==> src/rtl/core/vfpe_pkg.sv <==
// ============================================================================
// vfpe_pkg
// Shared types, constants and the control store of the volume fade engine.
// ============================================================================
package vfpe_pkg;

    localparam int LEVEL_W    = 8;
    localparam int MS_W       = 16;
    localparam int GAIN_W     = 9;
    localparam int RATIO_W    = 17;                 // Q16, 65536 = 1.0
    localparam int BG_W       = LEVEL_W + GAIN_W;   // base volume times gain
    localparam int PROD_W     = BG_W + RATIO_W;
    localparam int PROD_SHIFT = 24;
    localparam int DIV_STEPS  = MS_W;
    localparam int CNT_W      = $clog2(DIV_STEPS + 1);

    localparam int S_DATA_W   = 40;                 // 33 bits of fields, byte aligned
    localparam int M_DATA_W   = 16;
    localparam int CFG_IDX_W  = 3;
    localparam int CFG_DATA_W = GAIN_W;

    localparam logic [RATIO_W-1:0] RATIO_ONE  = RATIO_W'(65536);
    localparam logic [LEVEL_W-1:0] LEVEL_MAX  = 8'd255;
    localparam logic [LEVEL_W-1:0] PAN_CENTRE = 8'd128;
    localparam logic [LEVEL_W-1:0] PAN_RIGHT_KNEE = 8'd127;

    // configuration register indexes
    localparam logic [CFG_IDX_W-1:0] REG_BASE_VOLUME  = 3'd0;
    localparam logic [CFG_IDX_W-1:0] REG_PAN_POSITION = 3'd1;
    localparam logic [CFG_IDX_W-1:0] REG_CHANNEL_MUTE = 3'd2;
    localparam logic [CFG_IDX_W-1:0] REG_GLOBAL_MUTE  = 3'd3;
    localparam logic [CFG_IDX_W-1:0] REG_MASTER_GAIN  = 3'd4;
    localparam logic [CFG_IDX_W-1:0] REG_STEREO_MODE  = 3'd5;

    localparam logic MODE_START = 1'b1;

    typedef logic [2:0] step_t;

    localparam step_t STEP_WAIT      = 3'd0;
    localparam step_t STEP_DECODE    = 3'd1;
    localparam step_t STEP_CHECK_END = 3'd2;
    localparam step_t STEP_DIV       = 3'd3;
    localparam step_t STEP_RATIO     = 3'd4;
    localparam step_t STEP_MUL_GAIN  = 3'd5;
    localparam step_t STEP_MUL_RATIO = 3'd6;
    localparam step_t STEP_EMIT      = 3'd7;

    typedef enum logic [2:0] {
        OP_WAIT,
        OP_DECODE,
        OP_CHECK_END,
        OP_DIV_STEP,
        OP_RATIO,
        OP_MUL_GAIN,
        OP_MUL_RATIO,
        OP_EMIT
    } op_t;

    typedef enum logic [2:0] {
        COND_NEXT,
        COND_NO_ACCEPT,
        COND_NO_RESULT,
        COND_AT_END,
        COND_DIV_BUSY,
        COND_OUT_BUSY
    } cond_t;

    typedef struct packed {
        op_t   op;
        cond_t cond;
        step_t target;
    } ctrl_word_t;

    typedef struct packed {
        logic no_result;
        logic at_end;
        logic div_busy;
    } status_t;

    typedef struct packed {
        logic [LEVEL_W-1:0] base_volume;
        logic [LEVEL_W-1:0] pan_position;
        logic               channel_mute;
        logic               global_mute;
        logic [GAIN_W-1:0]  master_gain;
        logic               stereo_mode;
    } cfg_t;

    // Control store: a taken condition jumps to target, else the step advances.
    // The emit step falls through to the wait step by wrapping the step counter.
    function automatic ctrl_word_t ucode_word(input step_t step);
        ctrl_word_t w;
        begin
            w = '{op: OP_WAIT, cond: COND_NO_ACCEPT, target: STEP_WAIT};
            case (step)
                STEP_WAIT:      w = '{op: OP_WAIT,      cond: COND_NO_ACCEPT, target: STEP_WAIT};
                STEP_DECODE:    w = '{op: OP_DECODE,    cond: COND_NO_RESULT, target: STEP_WAIT};
                STEP_CHECK_END: w = '{op: OP_CHECK_END, cond: COND_AT_END,
                                      target: STEP_MUL_GAIN};
                STEP_DIV:       w = '{op: OP_DIV_STEP,  cond: COND_DIV_BUSY,  target: STEP_DIV};
                STEP_RATIO:     w = '{op: OP_RATIO,     cond: COND_NEXT,      target: STEP_WAIT};
                STEP_MUL_GAIN:  w = '{op: OP_MUL_GAIN,  cond: COND_NEXT,      target: STEP_WAIT};
                STEP_MUL_RATIO: w = '{op: OP_MUL_RATIO, cond: COND_NEXT,      target: STEP_WAIT};
                STEP_EMIT:      w = '{op: OP_EMIT,      cond: COND_OUT_BUSY,  target: STEP_EMIT};
                default:        w = '{op: OP_WAIT,      cond: COND_NO_ACCEPT, target: STEP_WAIT};
            endcase
            return w;
        end
    endfunction

endpackage

==> src/rtl/core/volume_fade_pan_engine.sv <==
// ============================================================================
// volume_fade_pan_engine
// Linear volume fade with mute, master gain and stereo pan, run by a
// microcoded sequencer over a small arithmetic datapath.
// ============================================================================
// A mid-fade tick runs the one-bit-per-cycle ratio divider; the final tick
//   skips it. A start item or a tick with no fade gives no result.
// A new item is taken only in the wait step, once the last one is through;
//   the emit step holds while the output register is still full.
// Reset clears the fade state and loads register defaults; no clearing pass.
module volume_fade_pan_engine
    import vfpe_pkg::*;
(
    input  logic                  clk,
    input  logic                  rst_n,

    input  logic                  s_tvalid,
    output logic                  s_tready,
    input  logic [S_DATA_W-1:0]   s_tdata,   // elapsed_ms[15:0], fade_down[16], fade_ms[32:17]
    input  logic                  s_tuser,   // mode

    output logic                  m_tvalid,
    input  logic                  m_tready,
    output logic [M_DATA_W-1:0]   m_tdata,   // left_volume[7:0], right_volume[15:8]
    output logic                  m_tlast,   // fade_finished

    input  logic                  cfg_we,
    input  logic [CFG_IDX_W-1:0]  cfg_index,
    input  logic [CFG_DATA_W-1:0] cfg_data
);

    cfg_t       cfg_reg, cfg_next;
    step_t      step_reg, step_next;
    ctrl_word_t ctrl;
    status_t    status;
    logic       jump;
    logic       accept;
    logic       out_busy;

    logic               out_valid_reg, out_valid_next;
    logic [LEVEL_W-1:0] out_left_reg, out_left_next;
    logic [LEVEL_W-1:0] out_right_reg, out_right_next;
    logic               out_last_reg, out_last_next;

    logic [LEVEL_W-1:0] dp_left;
    logic [LEVEL_W-1:0] dp_right;
    logic               dp_finished;

    // configuration registers
    always_comb
    begin
        cfg_next = cfg_reg;
        if (cfg_we)
        begin
            case (cfg_index)
                REG_BASE_VOLUME:  cfg_next.base_volume  = cfg_data[LEVEL_W-1:0];
                REG_PAN_POSITION: cfg_next.pan_position = cfg_data[LEVEL_W-1:0];
                REG_CHANNEL_MUTE: cfg_next.channel_mute = cfg_data[0];
                REG_GLOBAL_MUTE:  cfg_next.global_mute  = cfg_data[0];
                REG_MASTER_GAIN:  cfg_next.master_gain  = cfg_data[GAIN_W-1:0];
                REG_STEREO_MODE:  cfg_next.stereo_mode  = cfg_data[0];
                default:          cfg_next = cfg_reg;
            endcase
        end
    end

    // sequencer
    assign ctrl     = ucode_word(step_reg);
    assign s_tready = (ctrl.op == OP_WAIT);
    assign accept   = s_tvalid && s_tready;
    assign out_busy = out_valid_reg && !m_tready;

    always_comb
    begin
        case (ctrl.cond)
            COND_NEXT:      jump = 1'b0;
            COND_NO_ACCEPT: jump = !s_tvalid;
            COND_NO_RESULT: jump = status.no_result;
            COND_AT_END:    jump = status.at_end;
            COND_DIV_BUSY:  jump = status.div_busy;
            COND_OUT_BUSY:  jump = out_busy;
            default:        jump = 1'b0;
        endcase
    end

    // the last step wraps to the wait step
    assign step_next = jump ? ctrl.target : step_reg + step_t'(1);

    // output register: load on emit, drop when taken
    always_comb
    begin
        out_valid_next = out_valid_reg;
        out_left_next  = out_left_reg;
        out_right_next = out_right_reg;
        out_last_next  = out_last_reg;
        if (out_valid_reg && m_tready)
        begin
            out_valid_next = 1'b0;
        end
        if ((ctrl.op == OP_EMIT) && !out_busy)
        begin
            out_valid_next = 1'b1;
            out_left_next  = dp_left;
            out_right_next = dp_right;
            out_last_next  = dp_finished;
        end
    end

    always_ff @(posedge clk or negedge rst_n)
    begin
        if (!rst_n)
        begin
            cfg_reg.base_volume  <= LEVEL_MAX;
            cfg_reg.pan_position <= PAN_CENTRE;
            cfg_reg.channel_mute <= 1'b0;
            cfg_reg.global_mute  <= 1'b0;
            cfg_reg.master_gain  <= GAIN_W'(256);
            cfg_reg.stereo_mode  <= 1'b0;
            step_reg             <= STEP_WAIT;
            out_valid_reg        <= 1'b0;
        end
        else
        begin
            cfg_reg       <= cfg_next;
            step_reg      <= step_next;
            out_valid_reg <= out_valid_next;
        end
    end

    always_ff @(posedge clk)
    begin
        out_left_reg  <= out_left_next;
        out_right_reg <= out_right_next;
        out_last_reg  <= out_last_next;
    end

    vfpe_datapath u_datapath (
        .clk           (clk),
        .rst_n         (rst_n),
        .op            (ctrl.op),
        .take          (accept),
        .in_mode       (s_tuser),
        .in_elapsed_ms (s_tdata[15:0]),
        .in_fade_down  (s_tdata[16]),
        .in_fade_ms    (s_tdata[32:17]),
        .cfg           (cfg_reg),
        .status        (status),
        .left_volume   (dp_left),
        .right_volume  (dp_right),
        .fade_finished (dp_finished)
    );

    assign m_tvalid = out_valid_reg;
    assign m_tdata  = {out_right_reg, out_left_reg};
    assign m_tlast  = out_last_reg;

`ifndef SYNTHESIS
    a_accept_to_decode: assert property (@(posedge clk) disable iff (!rst_n)
        accept |=> (step_reg == STEP_DECODE))
        else $error("accepted item not followed by decode step");

    a_load_only_on_emit: assert property (@(posedge clk) disable iff (!rst_n)
        (out_valid_reg && !$past(out_valid_reg)) |-> ($past(ctrl.op) == OP_EMIT))
        else $error("result loaded outside the emit step");

    a_emit_waits: assert property (@(posedge clk) disable iff (!rst_n)
        ((ctrl.op == OP_EMIT) && out_busy) |=> (step_reg == STEP_EMIT))
        else $error("emit step left while the output register was full");
`endif

endmodule

==> src/rtl/core/vfpe_datapath.sv <==
// ============================================================================
// vfpe_datapath
// Fade state, serial ratio divider, gain multipliers and pan/mute output stage.
// ============================================================================
module vfpe_datapath
    import vfpe_pkg::*;
(
    input  logic               clk,
    input  logic               rst_n,
    input  op_t                op,
    input  logic               take,
    input  logic               in_mode,
    input  logic [MS_W-1:0]    in_elapsed_ms,
    input  logic               in_fade_down,
    input  logic [MS_W-1:0]    in_fade_ms,
    input  cfg_t               cfg,
    output status_t            status,
    output logic [LEVEL_W-1:0] left_volume,
    output logic [LEVEL_W-1:0] right_volume,
    output logic               fade_finished
);

    logic               mode_reg, mode_next;
    logic [MS_W-1:0]    elapsed_reg, elapsed_next;
    logic               fade_down_reg, fade_down_next;
    logic [MS_W-1:0]    fade_ms_reg, fade_ms_next;

    logic [MS_W-1:0]    length_reg, length_next;
    logic [MS_W-1:0]    progress_reg, progress_next;
    logic               direction_reg, direction_next;

    logic [MS_W-1:0]    rem_reg, rem_next;
    logic [MS_W-1:0]    quo_reg, quo_next;
    logic [CNT_W-1:0]   cnt_reg, cnt_next;
    logic [RATIO_W-1:0] ratio_reg, ratio_next;
    logic               finished_reg, finished_next;
    logic [BG_W-1:0]    bg_reg, bg_next;
    logic [PROD_W-1:0]  prod_reg, prod_next;

    logic [MS_W:0]      rem_shift;
    logic [MS_W:0]      progress_sum;
    logic [PROD_W-PROD_SHIFT-1:0] level_wide;
    logic [LEVEL_W-1:0] level;
    logic               silent;
    logic [LEVEL_W:0]   left_cut;
    logic [LEVEL_W:0]   right_cut;

    assign rem_shift    = {rem_reg, 1'b0};
    assign progress_sum = {1'b0, progress_reg} + {1'b0, elapsed_reg};

    always_comb
    begin
        mode_next      = mode_reg;
        elapsed_next   = elapsed_reg;
        fade_down_next = fade_down_reg;
        fade_ms_next   = fade_ms_reg;
        length_next    = length_reg;
        progress_next  = progress_reg;
        direction_next = direction_reg;
        rem_next       = rem_reg;
        quo_next       = quo_reg;
        cnt_next       = cnt_reg;
        ratio_next     = ratio_reg;
        finished_next  = finished_reg;
        bg_next        = bg_reg;
        prod_next      = prod_reg;

        case (op)
            OP_WAIT:
            begin
                if (take)
                begin
                    mode_next      = in_mode;
                    elapsed_next   = in_elapsed_ms;
                    fade_down_next = in_fade_down;
                    fade_ms_next   = in_fade_ms;
                end
            end
            OP_DECODE:
            begin
                if (mode_reg == MODE_START)
                begin
                    direction_next = fade_down_reg;
                    progress_next  = '0;
                    length_next    = fade_ms_reg;
                end
            end
            OP_CHECK_END:
            begin
                if (progress_reg >= length_reg)
                begin
                    // final level: full for a fade-in, silence for a fade-out
                    ratio_next    = direction_reg ? '0 : RATIO_ONE;
                    finished_next = 1'b1;
                    length_next   = '0;
                end
                else
                begin
                    rem_next      = progress_reg;
                    quo_next      = '0;
                    cnt_next      = CNT_W'(DIV_STEPS);
                    finished_next = 1'b0;
                end
            end
            OP_DIV_STEP:
            begin
                // restoring divide, one quotient bit per step
                if (rem_shift >= {1'b0, length_reg})
                begin
                    rem_next = MS_W'(rem_shift - {1'b0, length_reg});
                    quo_next = {quo_reg[MS_W-2:0], 1'b1};
                end
                else
                begin
                    rem_next = rem_shift[MS_W-1:0];
                    quo_next = {quo_reg[MS_W-2:0], 1'b0};
                end
                cnt_next = cnt_reg - CNT_W'(1);
            end
            OP_RATIO:
            begin
                ratio_next = direction_reg ? RATIO_ONE - {1'b0, quo_reg} : {1'b0, quo_reg};
                if (progress_sum < {1'b0, length_reg})
                begin
                    progress_next = progress_sum[MS_W-1:0];
                end
                else
                begin
                    progress_next = length_reg;
                end
            end
            OP_MUL_GAIN:
            begin
                bg_next = BG_W'(cfg.base_volume) * BG_W'(cfg.master_gain);
            end
            OP_MUL_RATIO:
            begin
                prod_next = PROD_W'(bg_reg) * PROD_W'(ratio_reg);
            end
            OP_EMIT:
            begin
            end
            default:
            begin
            end
        endcase
    end

    always_ff @(posedge clk or negedge rst_n)
    begin
        if (!rst_n)
        begin
            length_reg    <= '0;
            progress_reg  <= '0;
            direction_reg <= 1'b0;
            cnt_reg       <= '0;
        end
        else
        begin
            length_reg    <= length_next;
            progress_reg  <= progress_next;
            direction_reg <= direction_next;
            cnt_reg       <= cnt_next;
        end
    end

    always_ff @(posedge clk)
    begin
        mode_reg      <= mode_next;
        elapsed_reg   <= elapsed_next;
        fade_down_reg <= fade_down_next;
        fade_ms_reg   <= fade_ms_next;
        rem_reg       <= rem_next;
        quo_reg       <= quo_next;
        ratio_reg     <= ratio_next;
        finished_reg  <= finished_next;
        bg_reg        <= bg_next;
        prod_reg      <= prod_next;
    end

    assign status.no_result = (mode_reg == MODE_START) || (length_reg == '0);
    assign status.at_end    = progress_reg >= length_reg;
    assign status.div_busy  = cnt_reg != CNT_W'(1);

    // level = product >> 24, clamped to 255
    assign level_wide = prod_reg[PROD_W-1:PROD_SHIFT];
    assign level      = (level_wide > {2'b00, LEVEL_MAX}) ? LEVEL_MAX : level_wide[LEVEL_W-1:0];
    assign silent     = cfg.channel_mute || cfg.global_mute || (cfg.base_volume == '0);

    // pan cut: right side drops below the knee, left side drops above centre
    always_comb
    begin
        left_cut  = '0;
        right_cut = '0;
        if (cfg.pan_position < PAN_RIGHT_KNEE)
        begin
            right_cut = {(PAN_RIGHT_KNEE - cfg.pan_position), 1'b0};
        end
        if (cfg.pan_position > PAN_CENTRE)
        begin
            left_cut = {(cfg.pan_position - PAN_CENTRE), 1'b0};
        end
    end

    always_comb
    begin
        left_volume  = '0;
        right_volume = '0;
        if (!silent)
        begin
            if (!cfg.stereo_mode)
            begin
                left_volume = level;
            end
            else
            begin
                if ({1'b0, level} > left_cut)
                begin
                    left_volume = LEVEL_W'({1'b0, level} - left_cut);
                end
                if ({1'b0, level} > right_cut)
                begin
                    right_volume = LEVEL_W'({1'b0, level} - right_cut);
                end
            end
        end
    end

    assign fade_finished = finished_reg;

`ifndef SYNTHESIS
    a_progress_capped: assert property (@(posedge clk) disable iff (!rst_n)
        (length_reg != '0) |-> (progress_reg <= length_reg))
        else $error("fade progress ran past the fade length");

    a_div_count_live: assert property (@(posedge clk) disable iff (!rst_n)
        (op == OP_DIV_STEP) |-> (cnt_reg != '0))
        else $error("divide step with an exhausted step count");
`endif

endmodule
==> config.mk <==
export PLATFORM = sky130hd
export DESIGN_NAME = volume_fade_pan_engine
export DESIGN_NICKNAME = d
export VERILOG_FILES = /design/src/rtl/core/vfpe_pkg.sv /design/src/rtl/core/volume_fade_pan_engine.sv /design/src/rtl/core/vfpe_datapath.sv
export SDC_FILE = /design/constraint.sdc
export NUM_CORES = 1
export LEC_CHECK = 0
export ABC_AREA = 1
export BUFFER_PORTS_ARGS = -buffer_cell sky130_fd_sc_hd__buf_4
export CAP_MARGIN = 30
export CORE_ASPECT_RATIO = 2
export CORE_MARGIN = 5
export CORE_UTILIZATION = 40
export CTS_CLUSTER_SIZE = 30
export DETAILED_ROUTE_END_ITERATION = 12
export GPL_TIMING_DRIVEN = 1
export PLACE_DENSITY = 0.67
export SETUP_SLACK_MARGIN = 0.5
export SYNTH_ARGS = -nofsm -noshare
export SYNTH_HDL_FRONTEND = slang
export SYNTH_SLANG_ARGS = --single-unit
==> constraint.sdc <==
create_clock -name clk -period 13.8 [get_ports clk]
set_input_delay 3.45 -clock clk [delete_from_list [all_inputs] [get_ports clk]]
set_output_delay 3.45 -clock clk [all_outputs]
set_load 0.005 [all_outputs]
==> impl_metrics.json, run 1 <==
{
  "status": "completed",
  "synth-main-ff-cell": "edfxtp_1",
  "crit_top_cell": "fa_1",
  "drv_slew": 0,
  "clk_latency_ns": 0.50,
  "post_cts_resized": 0,
  "drt-initial-drc-count": 888,
  "synth.avg_cell_area_um2": 8.162,
  "wl_met2_um": 33740,
  "yosysUniqueCellTypes": 60,
  "synth_top_area_share_pct": 22.95,
  "instances_no_fill": 3633,
  "postCtsSetupRepairBufs": 0,
  "yosysSeqAreaShare_pct": 23.99,
  "ys_warn_count": 0,
  "wl_met1_um": 19100,
  "setup_violations": 0,
  "wire_per_inst_um": 15.96,
  "cp.required_ns": 14.05,
  "core_mm2": 0.05802,
  "syn_area_mm2": 0.02337,
  "rsz0062_at_grt": "no",
  "min_period_over_period_pct": 45.41,
  "cts_root_buffer": "clkbuf_16",
  "hold_violations": 0,
  "dpl.hpwl_um": 47300,
  "grt_max_degree": 59,
  "wl_met3_um": 1615,
  "postCtsHoldBufs": 0,
  "grt_overflow": 0,
  "portBuffers": 69,
  "start_kind": "flip-flop",
  "synth-edff-count": 128,
  "cts_buffer_depth": 3,
  "cts_buffers": 25,
  "synth_area_leaders": "fa_1, edfxtp_1, ha_1",
  "first_global_vias": 19594,
  "fmax_mhz": 159.6,
  "synthArstFlopShare_pct": 35.35,
  "relSlewSlack_pct": 32.40,
  "die_area_mm2": 0.06367,
  "endpoint_kind": "flip-flop",
  "wl_um": 57990,
  "cts_sinks": 198,
  "cp_max_fo": 17,
  "fin_nets": 3420,
  "period_needed_ns": 6.267,
  "gp_congestion": 0.9344,
  "largest_reg_flops": 28,
  "start_util_pct": 40.28,
  "slowest_delay_ns": 1.01,
  "vias_per_cell": 4.999,
  "vias": 18162,
  "yosys_register_bits": 198,
  "io-pin-count": 77,
  "grt.total_usage_pct": 18.70,
  "drc": 0,
  "diodes": 0,
  "crit_path_cell_trace": "nand2_1 > fa_1 > inv_1 > fa_1 > fa_1 > fa_1 > fa_1 > inv_1 > fa_1 > inv_1 > ha_1 > a21oi_1 > o21a_1 > o21ai_0 > a211oi_1 > nand2_1 > nand2_1 > nand2_1",
  "die_h_um": 351.9,
  "drive_gt1_share_pct": 6.339,
  "die_w_um": 180.9,
  "tightest_slew_ns": 1.014,
  "maxUsedRoutingLayer": "met4",
  "crit_slowest_cell": "edfxtp_1",
  "clkSlewWorstSetupHoldPaths_ns": 0.07,
  "cts_tree": "yes",
  "holdCritPathClass": "flip-flop to flip-flop",
  "dp.cells": 3600,
  "syn_inst": 2864,
  "first_pass_iters": 5,
  "crit_arrival_ns": 6.52,
  "syn2layout_area_growth_pct": 7.992,
  "critPathKind": "flip-flop to flip-flop",
  "grt_pass1_wl_um": 96010,
  "antenna_found_initial": 0,
  "skew_ns": 0.02869,
  "synth.net_count": 3419,
  "cap_violations": 0,
  "setup-tns-final_ns": 0,
  "yosys.area.top_type": "fa_1",
  "antenna_left": 0,
  "htreeDepth": 4,
  "row_count": 125
}
-- path summary, 6_finish.rpt --
check                      cells past startpoint  slack, ns                                     end                          startpoint
max in group asynchronous                      2      10.01                  cfg_reg[2]$_DFFE_PN0P_                               rst_n
min in group asynchronous                      1       2.78  u_datapath.progress_reg[2]$_DFFE_PN0P_                               rst_n
hold reg to reg                                0       0.42                       m_tlast$_DFFE_PP_  u_datapath.fade_finished$_DFFE_PP_
setup reg to reg                              18       7.53       u_datapath.prod_reg[27]$_DFFE_PN_      u_datapath.bg_reg[6]$_DFFE_PN_
setup / recovery                              18       7.53       u_datapath.prod_reg[27]$_DFFE_PN_      u_datapath.bg_reg[6]$_DFFE_PN_
hold / removal                                 0       0.42                       m_tlast$_DFFE_PP_  u_datapath.fade_finished$_DFFE_PP_
-- cells in the mapped netlist, types with 33 or more instances --
| master | n |
|---|---|
| nor2_1 | 99 |
| o21ai_0 | 96 |
| edfxtp_1 | 128 |
| inv_1 | 673 |
| xor2_1 | 33 |
| ha_1 | 229 |
| nand2_1 | 723 |
| fa_1 | 268 |
| dfrtp_1 | 60 |
| clkbuf_1 | 96 |
| a21oi_1 | 109 |
| nand3_1 | 107 |
-- per-stage QoR --
step	setup WS, ns	area, µm²	hold WS (ns)	util, %
final	7.533	25240	0.4227	43.50
after global routing	7.224	25240	0.4311	43.50
after CTS	7.584	25240	0.4222	43.50
after detailed placement	7.589	24510	0.4057	42.24
after global placement	7.645	24490	0.4071	42.21
after floorplan	8.281	23370	0.4003	-
-- layout by cell type (no fill, tap or decap), drive strengths merged, types with 4 or more instances in the layout --
cell type    n
nand2      734
inv        681
fa         268
ha         229
edfxtp     128
nand3      116
o21ai      115
a21oi      113
nor2       105
buf         82
dfrtp       60
xor2        33
clkbuf      28
nor3        27
xnor2       23
nand4       19
nor4        13
nand3b      11
dfstp       10
o21bai      10
o21a         8
a21o         7
or2          7
a31oi        6
clkinv       5
o211ai       4
o22ai        4
a21boi       4
-- cell families (layout without fill, tap and decap cells) --
group | count (synthesis) | after routing | share of synthesized area (%)
AOI/OAI and AO/OA | 284 | 284 | 7.023
buffers and inverters | 792 | 799 | 12.92
and+or+nand+nor | 1036 | 1036 | 18.71
adders and majority gates | 497 | 497 | 35.21
xor gates and xnor gates | 56 | 56 | 2.098
muxes | 1 | 1 | 0.04817
DFF | 198 | 198 | 23.99
-- cell type report --
type | count | area, µm²
clock buffers | 28 | 636.9
multi-input cells | 1874 | 14760
flip-flops and latches | 198 | 5608
clock inverters | 5 | 97.59
inverters | 684 | 2567
well taps | 762 | 953.4
fillers | 5651 | 32780
repair buffers | 82 | 623.1
-- routing by layer --
metal  vias up  track usage (%)
li1       8748                -
met1      8816            17.93
met2       438            38.13
met3       160            1.434
met4         0            10.98
met5         -                0
-- critical path, delay by kind of cell (launching register included) --
family | cells | cell delay [ns]
adder cells (fa/ha/maj) | 7 | 3.60
flip-flops | 1 | 1.01
AO/OA/AOI/OAI | 4 | 0.82
AND/OR/NAND/NOR | 4 | 0.41
buffers and inverters | 3 | 0.18
Power of run 1 is not shown: default switching activity piles up to over one toggle a cycle in this logic, so the estimate is an artifact.
==> run 2, diff against run 1 <==
ABC_AREA = 0   (was 1)
PLACE_DENSITY = 0.68   (was 0.67)
clock period = 6.5 ns   (was 13.8 ns; I/O delays follow)
==> impl_metrics.json, run 2 <==
{
  "status": "completed",
  "holdCritPathClass": "flip-flop to flip-flop",
  "synth-edff-count": 128,
  "synth.net_count": 2770,
  "period_needed_ns": 6.163,
  "crit_arrival_ns": 6.42,
  "antenna_left": 0,
  "fin_nets": 2902,
  "cts_tree": "yes",
  "vias": 16140,
  "mostFrequentLayoutCells": "inv_1, nand2_1, fa_1",
  "yosysSeqAreaShare_pct": 25.59,
  "grt_max_degree": 65,
  "rr_startpoint": "u_datapath.ratio_reg[2]$_SDFFCE_PN0P_",
  "grt.total_usage_pct": 19.02,
  "multiInputGateArea_mm2": 0.01483,
  "n_fill_cell": 4920,
  "finalWorstSetupSlack_ns": 0.3369,
  "cts_root_buffer": "clkbuf_16",
  "fmax_mhz": 162.3,
  "cts_buffers": 25,
  "diodes": 0,
  "cts_sinks": 198,
  "start_util_pct": 40.32,
  "dp_slack_ns": 0.001438,
  "grt_overflow": 0,
  "clkSlewWorstSetupHoldPaths_ns": 0.08,
  "cp.required_ns": 6.75,
  "yosys_register_bits": 198,
  "min_period_over_period_pct": 94.82,
  "synthArstFlopShare_pct": 35.35,
  "area.sequential_mm2": 0.005608,
  "crit_start": "u_datapath.ratio_reg[2]$_SDFFCE_PN0P_",
  "first_pass_iters": 5,
  "cts_buffer_depth": 3,
  "yosysUniqueCellTypes": 74,
  "row_count": 121,
  "wire_per_inst_um": 18.26,
  "antenna_found_initial": 0,
  "synth.avg_cell_area_um2": 9.894,
  "syn2layout_area_growth_pct": 13.70,
  "crit_family": "adder cells",
  "path_buf_inv": 4,
  "largest_reg_flops": 28,
  "drc": 0,
  "yosys-top-cells-count": "inv_1, nand2_1, fa_1",
  "relSlewSlack_pct": 32.00,
  "drt-initial-drc-count": 670,
  "synth_area_leaders": "fa_1, edfxtp_1, ha_1",
  "synth.most_common_cell": "inv_1",
  "slowest_delay_ns": 0.62,
  "synth-main-ff-cell": "edfxtp_1",
  "htreeDepth": 4,
  "synth_top_area_share_pct": 24.48,
  "crit_path_cell_trace": "buf_4 > nand2_1 > fa_1 > fa_1 > fa_1 > inv_1 > fa_1 > fa_1 > inv_1 > fa_1 > inv_2 > ha_1 > a21oi_2 > o21ai_1 > a21oi_2 > a31oi_2 > a211oi_4 > o21bai_1 > a21oi_1 > xnor2_1",
  "ys_warn_count": 0,
  "start_kind": "flip-flop",
  "grt_pass1_wl_um": 91020,
  "io-pin-count": 77,
  "placed_area_mm2": 0.02354,
  "dpl.hpwl_um": 44870,
  "crit_top_cell": "fa_1",
  "clk_latency_ns": 0.52,
  "gp_congestion": 0.9046,
  "hold_violations": 0,
  "die_w_um": 175.5,
  "portBuffers": 69,
  "yosys.area.top_type": "fa_1",
  "setup-tns-final_ns": 0,
  "die_area_mm2": 0.05986,
  "critPathKind": "flip-flop to flip-flop",
  "tightest_slew_ns": 1.017,
  "drv_slew": 0,
  "core_mm2": 0.05435,
  "worstHoldStart": "u_datapath.fade_finished$_DFFE_PP_",
  "setup_violations": 0,
  "rsz0062_at_grt": "yes",
  "cp_max_fo": 4,
  "die_h_um": 341.0,
  "cap_violations": 0,
  "first_global_vias": 18190,
  "endpoint_kind": "flip-flop",
  "syn_area_mm2": 0.02192,
  "final_common_cell": "inv_1",
  "drive_gt1_share_pct": 13.56,
  "vias_per_cell": 5.328,
  "skew_ns": 0.02589,
  "fin_area_mm2": 0.02492,
  "postCtsHoldBufs": 0,
  "syn_inst": 2215,
  "wl_um": 55320,
  "crit_slowest_cell": "edfxtp_1"
}
run 2: cell types whose count changed after synthesis, sizes merged, moves of 17 or more:
| cell | delta |
|---|---|
| a21o | +20 |
| a21oi | -50 |
| and2 | +183 |
| clkbuf | -28 |
| inv | -300 |
| mux2 | +29 |
| mux2i | +36 |
| nand2 | -457 |
| nand3 | -100 |
| nor2 | -17 |
| o21ai | -62 |
| xnor2 | +21 |
run 2: logic make-up after synthesis:
logic type | Yosys count | synth area share [%]
buffers and inverters | 455 | 7.867
AND/OR/NAND/NOR | 674 | 15.02
flip-flops | 198 | 25.59
XOR/XNOR | 72 | 2.877
adder cells (fa/ha/maj) | 497 | 37.55
multiplexers | 66 | 3.186
AO/OA/AOI/OAI | 253 | 7.907
run 2: through the flow:
step	hold slack [ns]	instances	util, %
floorplan	0.4003	2215	-
global placement	0.4105	2949	43.30
detailed placement	0.4266	2950	43.31
CTS	0.4446	3021	45.41
global route	0.4565	3029	45.85
finish	0.4473	3029	45.85
run 2: path summary, 6_finish.rpt:
path	endpoint	slack, ns	cells after the start
max in group asynchronous	cfg_reg[6]$_DFFE_PN0P_	4.49	2
setup / recovery	u_datapath.prod_reg[28]$_DFFE_PN_	0.34	20
hold reg to reg	m_tlast$_DFFE_PP_	0.45	0
hold / removal	m_tlast$_DFFE_PP_	0.45	0
min in group asynchronous	u_datapath.progress_reg[0]$_DFFE_PN0P_	0.92	1
setup reg to reg	u_datapath.prod_reg[28]$_DFFE_PN_	0.34	20
run 2: area by class of cell:
class,instances,share of cell area (%)
flip-flops and latches,198,22.50
inverters,383,5.769
clock inverters,6,0.2511
multi-input cells,1562,59.53
well taps,676,3.394
repair buffers,177,5.890
clock buffers,27,2.666
run 2: what timing repair did:
action                     in CTS  in global routing
resized for setup              34                 37
setup endpoints to repair      10                 10
pin swaps                      26                 26
buffers inserted               38                  8
run 2: layer usage:
| metal | global-route usage (%) | vias up | share of wire, % |
|---|---|---|---|
| met2 | 37.11 | 463 | 56 |
| met1 | 17.76 | 8017 | 32 |
| li1 | - | 7423 | - |
| met4 | 14.21 | 0 | 9.0 |
| met5 | 0 | - | 0 |
| met3 | 2.006 | 237 | 3.1 |
Power of run 2 is left out for the same reason.
==> run 3, diff against run 2 <==
CORE_ASPECT_RATIO = not set   (was 2)
==> impl_metrics.json, run 3 (synthesized netlist as in run 2, its figures left out) <==
{
  "clkSlewWorstSetupHoldPaths_ns": 0.08,
  "antenna_left": 0,
  "cp.required_ns": 6.71,
  "largest_reg_flops": 28,
  "io-pin-count": 77,
  "grt_max_degree": 71,
  "gp_congestion": 0.8969,
  "portBuffers": 69,
  "period_needed_ns": 6.120,
  "tightest_slew_ns": 0.9612,
  "hold_violations": 0,
  "instances_no_fill": 3045,
  "antenna_found_initial": 1,
  "vias_per_cell": 5.206,
  "cp_max_fo": 3,
  "row_count": 85,
  "die_w_um": 244.1,
  "cts_sinks": 198,
  "endpoint_kind": "flip-flop",
  "first_pass_iters": 5,
  "final_common_cell": "inv_1",
  "cap_violations": 0,
  "skew_ns": 0.008233,
  "fmax_mhz": 163.4,
  "clk_latency_ns": 0.46,
  "n_fill_cell": 4951,
  "start_util_pct": 40.57,
  "cts_root_buffer": "clkbuf_16",
  "syn2layout_area_growth_pct": 13.10,
  "wl_um": 49590,
  "wire_per_inst_um": 16.29,
  "holdCritPathClass": "flip-flop to flip-flop",
  "relSlewSlack_pct": 35.71,
  "htreeDepth": 4,
  "die_h_um": 244.1,
  "postCtsHoldBufs": 0,
  "dpl.hpwl_um": 39600,
  "hold_depth": 0,
  "critPathKind": "flip-flop to flip-flop",
  "grt_pass1_wl_um": 83720,
  "drt-initial-drc-count": 893,
  "min_period_over_period_pct": 94.16,
  "setup_violations": 0,
  "start_kind": "flip-flop",
  "fin_nets": 2890,
  "drc": 0,
  "status": "completed",
  "drv_slew": 0,
  "grt.total_usage_pct": 17.07,
  "drive_gt1_share_pct": 12.95,
  "core_mm2": 0.05403,
  "crit_arrival_ns": 6.33,
  "first_global_vias": 16863,
  "die_area_mm2": 0.05957,
  "mostFrequentLayoutCells": "inv_1, nand2_1, fa_1",
  "dp.cells": 2963,
  "vias": 15851,
  "grt_overflow": 0,
  "cts_buffers": 17,
  "setup-tns-final_ns": 0,
  "cts_buffer_depth": 2,
  "rsz0062_at_grt": "yes",
  "cts_tree": "yes",
  "r2r_cells": 22
}
## run 3: changes by cell type in the layout (fill, tap and decap cells not counted), moves of 3 or more
cell,delta
inv_8,+6
buf_8,-4
inv_12,+3
fa_1,+5
clkinv_8,+3
clkbuf_16,-9
buf_6,+4
fa_2,-5
buf_4,-6
## run 3: what timing repair did
item / CTS / global route
endpoints found under the setup margin: 10 / 10
buffers inserted: 36 / 11
resized for setup: 27 / 27
pin swaps: 22 / 36
## run 3: worst max-delay path, cell delays in order, from the launching register on
cell,delay [ns]
edfxtp_1,0.49
buf_6,0.17
buf_6,0.11
and2_4,0.13
fa_2,0.53
inv_2,0.04
fa_2,0.54
fa_1,0.44
fa_1,0.53
inv_2,0.04
fa_1,0.51
inv_2,0.04
fa_1,0.46
inv_1,0.04
ha_2,0.17
a21o_1,0.18
a2111oi_2,0.33
a21oi_1,0.11
buf_4,0.18
a211oi_4,0.37
buf_4,0.19
o31ai_2,0.07
xor2_1,0.17
## run 3: area by class of cell
cell class,instances,area [µm²],share of cell area (%)
Sequential cell,198,5608,22.62
Clock buffer,17,425.4,1.716
Inverter,383,1438,5.800
Timing Repair Buffer,173,1463,5.901
Tap cell,696,870.8,3.513
Clock inverter,15,212.7,0.8581
Antenna cell,1,2.502,0.01010
Multi-Input combinational cell,1562,14770,59.58
## run 3: through the flow
step	instance area [µm²]	hold WS, ns	util, %	setup WS (ns)
detailed placement	23430	0.4291	43.37	0.1542
CTS	24520	0.4492	45.39	0.5016
global placement	23430	0.4048	43.37	0.1443
finish	24790	0.4529	45.88	0.3797
floorplan	21920	0.4003	-	0.5374
global route	24790	0.4670	45.88	0.2188
## run 3: layer usage
layer / vias up / global-route usage [%] / routed length [µm]
met5: - / 0 / 0
met4: 0 / 5.377 / 1283
met3: 86 / 2.228 / 2618
met2: 468 / 29.26 / 24150
met1: 7879 / 22.65 / 21540
li1: 7418 / - / -
## run 3: final timing paths
path                                                endpoint                          startpoint  slack [ns]
setup / recovery           u_datapath.prod_reg[29]$_DFFE_PN_      u_datapath.bg_reg[7]$_DFFE_PN_        0.38
hold / removal                             m_tlast$_DFFE_PP_  u_datapath.fade_finished$_DFFE_PP_        0.45
setup reg to reg           u_datapath.prod_reg[29]$_DFFE_PN_      u_datapath.bg_reg[7]$_DFFE_PN_        0.38
hold reg to reg                            m_tlast$_DFFE_PP_  u_datapath.fade_finished$_DFFE_PP_        0.45
max in group asynchronous            cfg_reg[26]$_DFFE_PN1P_                               rst_n        5.01
min in group asynchronous             cfg_reg[6]$_DFFE_PN0P_                               rst_n        1.15
Power of run 3 is left out for the same reason.
